File: src/sv/ris_ram.sv
module ris_ram #(
  parameter int unsigned WIDTH = 8,
  parameter int unsigned DEPTH = 64
) (
  input  logic                     clk_i,
  input  logic                     wr_en_i,
  input  logic [$clog2(DEPTH)-1:0] wr_addr_i,
  input  logic [WIDTH-1:0]         wr_data_i,
  input  logic [$clog2(DEPTH)-1:0] rd_addr_i,
  output logic [WIDTH-1:0]         rd_data_o
);

  logic [WIDTH-1:0] mem [DEPTH];
  logic [WIDTH-1:0] rd_data_q;

  always_ff @(posedge clk_i) begin
    if (wr_en_i) begin
      mem[wr_addr_i] <= wr_data_i;
    end
    rd_data_q <= mem[rd_addr_i];
  end

  assign rd_data_o = rd_data_q;

endmodule

File: config.mk
export PLATFORM = sky130hd
export DESIGN_NAME = ris_ram
export DESIGN_NICKNAME = d
export VERILOG_FILES = /design/src/sv/ris_ram.sv
export SDC_FILE = /design/constraint.sdc
export NUM_CORES = 1
export LEC_CHECK = 0
export BUFFER_PORTS_ARGS = -buffer_cell sky130_fd_sc_hd__buf_2
export CORE_MARGIN = 1
export CORE_UTILIZATION = 50
export CTS_CLUSTER_DIAMETER = 50
export CTS_CLUSTER_SIZE = 12
export DETAILED_ROUTE_END_ITERATION = 16
export GPL_ROUTABILITY_DRIVEN = 0
export PLACE_DENSITY = 0.77
export SETUP_SLACK_MARGIN = 0.4
export SLEW_MARGIN = 20
export SYNTH_ARGS = -nofsm -noshare
export SYNTH_HDL_FRONTEND = slang
export SYNTH_SLANG_ARGS = --single-unit
File: constraint.sdc
create_clock -name clk_i -period 2.1 [get_ports clk_i]
set_input_delay 0.42 -clock clk_i [delete_from_list [all_inputs] [get_ports clk_i]]
set_output_delay 0.42 -clock clk_i [all_outputs]
set_load 0.005 [all_outputs]
# Yosys cells after proc, flatten, opt, wreduce, memory -nomap -nowiden
# Memories as Yosys holds them, arrays and structs flattened. A register that Yosys moved wholly into a read port is not among the register bits.
# Index checks and enable logic that the tools add are counted.
[word_totals]
memories = 1
word_cells = 3
output_inout_bits = 8
reg_bits = 0
inputBits = 22
mem_bits_rw = 512
[op_classes]
n_mux = 2
[mem_list]
columns = ["name", "words", "width", "rd", "rd_ports_with_merged_regs", "write_ports", "line_no", "rtl"]
rows = [
  ["mem", 64, 8, 1, 1, 1, "13", "logic [WIDTH-1:0] mem [DEPTH];"],
]
[ops]
columns = ["cell", "n"]
rows = [
  ["$mux 1", 2],
]

# Depth between registers and ports, before layout
[logic_depth]
ltp_word = 2
depth_mapped = 9
depth_no_buf = 5

# Worst setup path after synthesis
# Ideal clock, no wire load.
[synth_timing]
path_kind = "input-to-reg"
from = "input port rd_addr_i[1]"
to = "register rd_data_q[3], in the netlist rd_data_o[3], read port of mem"
slack_ns = 0.012
arrival_ns = 1.960
required_time_ns = 1.972
setup_time_ns = 0.128
stages = 7
path_buffers = 3
path_cell_list = "buf_4 buf_2 buf_2 mux4_2 mux4_2 o21ai_1 o41ai_1"
[synth_rtl]
columns = ["item", "line_no", "rtl"]
rows = [
  ["start, declared", "9", "input logic [$clog2(DEPTH)-1:0] rd_addr_i,"],
  ["end, declared", "14", "logic [WIDTH-1:0] rd_data_q;"],
]

==> flow_metrics.tcl <==
set metrics [dict create \
    ir_drop_uv 834 \
    clk_path_buf_depth 3 \
    post-route-min-period_ns 1.92 \
    critPathKind "reg -> reg" \
    syn-instance-count 940 \
    pre_cts_slack_ns -0.645 \
    design.portCount 30 \
    ys_seq_area_share_pct 77.0 \
    hp-class "in -> reg" \
    worst_hold_slack_ns 0.346 \
    antenna_left 0 \
    setup_viol 0 \
    p_leak_nw 7.52 \
    die_area_mm2 0.0411 \
    hold_viol 0 \
    areaGrowthSynthToFinish_pct 18.3 \
    rsz0062_at_grt "yes" \
    worst_setup_path_start_kind "flop" \
    max_freq_ghz 0.520 \
    die_h_um 203 \
    cts_tree "done" \
    die_width_um 203 \
    tns_ns 0 \
    antenna_found_initial 6 \
    ys_warn_count 0 \
    report.final.slew_viol_count 0 \
    synth_area_mm2 0.0202 \
    drc 0 \
    grt_overflow_total 0 \
    grt_first_pass_wirelength_um 67200 \
    drive_above_1_share_pct 37.2 \
    drt-initial-drc-count 1135 \
    yosysTopAreaCellShare_pct 76.2 \
    status "finished, final reports clean" \
    fin_crit_sh_pct 91.6 \
    synth_cell_types 40 \
    cts-htree-levels 2 \
    wl_um 45900 \
    start_util_pct 50.8 \
    yosysMostFrequentCell "edfxtp_1" \
    hpwl_um 28200 \
    drt_pass1_iterations 5 \
    synth_largest_area_cell "edfxtp_1" \
    synth_seq_cells 520 \
    critPathArrivalTime_ns 2.35 \
    worst_pin_slew_ns 0.758 \
    syn_nets 962 \
    critPathMaxStageDelay_ns 0.46 \
    worstSkewPairLatency_ns 0.56 \
    row_count 73 \
    crit_path_top_delay_cell "mux4_2" \
    clkTransAtPathRegs_ns 0.06 \
    postCtsHoldBufs 0 \
    synthFlopType "edfxtp_1" \
    crit_fanout 1 \
    layout_setup_ws_ns 0.176 \
    grt_use_total_pct 22.6 \
    port_buffers 29 \
    syn_avg_cell_area_um2 21.5 \
    power_mw 21.4 \
    relSlewSlack_pct 49.5 \
    drv_cap 0 \
    path_cells "mux4_2 > mux2_4 > o221a_4 > nor3_4 > o32ai_4" \
    wl_per_cell_um 27.9 \
    cts.sinks 520 \
    grt_max_degree 65 \
    yosys-top-cells-area "edfxtp_1 76%, mux4_2 14%, nor2_1 1.5%" \
    cts_root_buffer "clkbuf_16" \
    crit_path_end_kind "flop" \
    async_reset_ff_share_pct 0 \
    worstPathRequired_ns 2.52 \
    avgViaCountPerCell 6.13 \
    coreArea_mm2 0.0397 \
    nNetsFinal 1105 \
    fin_skew_ns 0.0192 \
    ys_top_cells_by_count "512 x edfxtp_1, 126 x mux4_2, 83 x nor2_1" \
    post-place-cells 1551 \
    stdcell_count 1644 \
    synth_edf_count 512 \
    vias 10100 \
    power_density_mw_per_mm2 896 \
    cts_made_buffers 51 \
    grt_pass1_vias 10300 \
]
==> final timing paths <==
kind / end / cells past startpoint / from / slack, ns
worst max-delay path: rd_data_o[6] / 5 / mem[17][6] / 0.18
worst min-delay path: mem[48][4] / 1 / wr_data_i[4] / 0.35
worst max register to register: rd_data_o[6] / 5 / mem[17][6] / 0.18
worst min register to register: rd_data_o[0] / 4 / mem[22][0] / 0.81
==> cell families (layout without fill, tap and decap cells) <==
kind of cell    count (synthesis)  after routing  synth area share (%)
compound gates                 54             54                  2.07
simple gates                  153            153                  3.39
other cells                     0              1                     0
buf+inv                        51            229                  1.57
mux                           162            162                  15.9
flops                         520            520                  77.0
==> metrics by stage <==
| stage | util [%] | cell area [um2] |
|---|---|---|
| finish | 60.0 | 23800 |
| floorplan | - | 20700 |
| global placement | 55.5 | 22000 |
| CTS | 59.7 | 23700 |
| detailed placement | 55.5 | 22000 |
| global route | 60.0 | 23800 |
==> timing repair <==
| action | 4_1_cts | 5_1_grt |
|---|---|---|
| setup endpoints to repair | 8 | 8 |
| pin swaps | 5 | 3 |
| gates resized for setup | 29 | 6 |
| buffers inserted | 0 | 2 |
| gates cloned | 0 | 2 |
==> report_power, final <==
group          total, mW  leakage (nW)  switching, mW  internal, mW
logic               1.31          2.11          0.764         0.548
clock network       8.52         0.733           3.65          4.87
registers           11.5          4.67         0.0459          11.5
total               21.4          7.52           4.46          16.9
==> layer usage <==
layer  vias to the layer above  global-route usage [%]  routed length (um)
met1                      5316                    32.2               18300
met5                         -                       0                  10
met2                       465                    34.7               21800
met3                        79                    6.07                4430
met4                         2                    6.34                1290
li1                       4222                       -                   -
==> flip-flops by register name, indices dropped and copies added (netlist names) <==
name,count
rd_data_o,8
mem,512
==> critical path, delay by kind of cell (launching register included) <==
family | cells | cell delay (ns)
compound gates | 2 | 0.43
flops | 1 | 0.37
mux | 2 | 0.76
simple gates | 1 | 0.24
==> placed cells by master, fill, tap and decap left out, drive strengths merged, types with 2 or more instances in the layout <==
| cell | count |
|---|---|
| clkinv | 2 |
| edfxtp | 512 |
| nor2b | 14 |
| o21a | 2 |
| o2bb2ai | 3 |
| mux4 | 126 |
| nor4 | 2 |
| o22ai | 8 |
| nor3 | 7 |
| o221ai | 8 |
| o2111ai | 3 |
| mux2 | 13 |
| clkbuf | 86 |
| a211oi | 4 |
| dfxtp | 8 |
| nand2b | 7 |
| a221oi | 6 |
| buf | 138 |
| nand2 | 19 |
| o32ai | 2 |
| o221a | 2 |
| nor2 | 83 |
| o41ai | 2 |
| a21oi | 3 |
| nand3 | 13 |
| o21ai | 4 |
| a22oi | 3 |
| mux2i | 23 |
| nand3b | 3 |
| a2111oi | 2 |
| nand4 | 2 |
==> cell type report <==
type,count,area (um2)
clock inverters,5,60.1
repair buffers,141,1230
clock buffers,83,1470
flip-flops and latches,520,15500
multi-input cells,369,4890
diodes,1,2.50
fillers,2702,15900
well taps,525,657
Power figures use the tool's default switching activity.
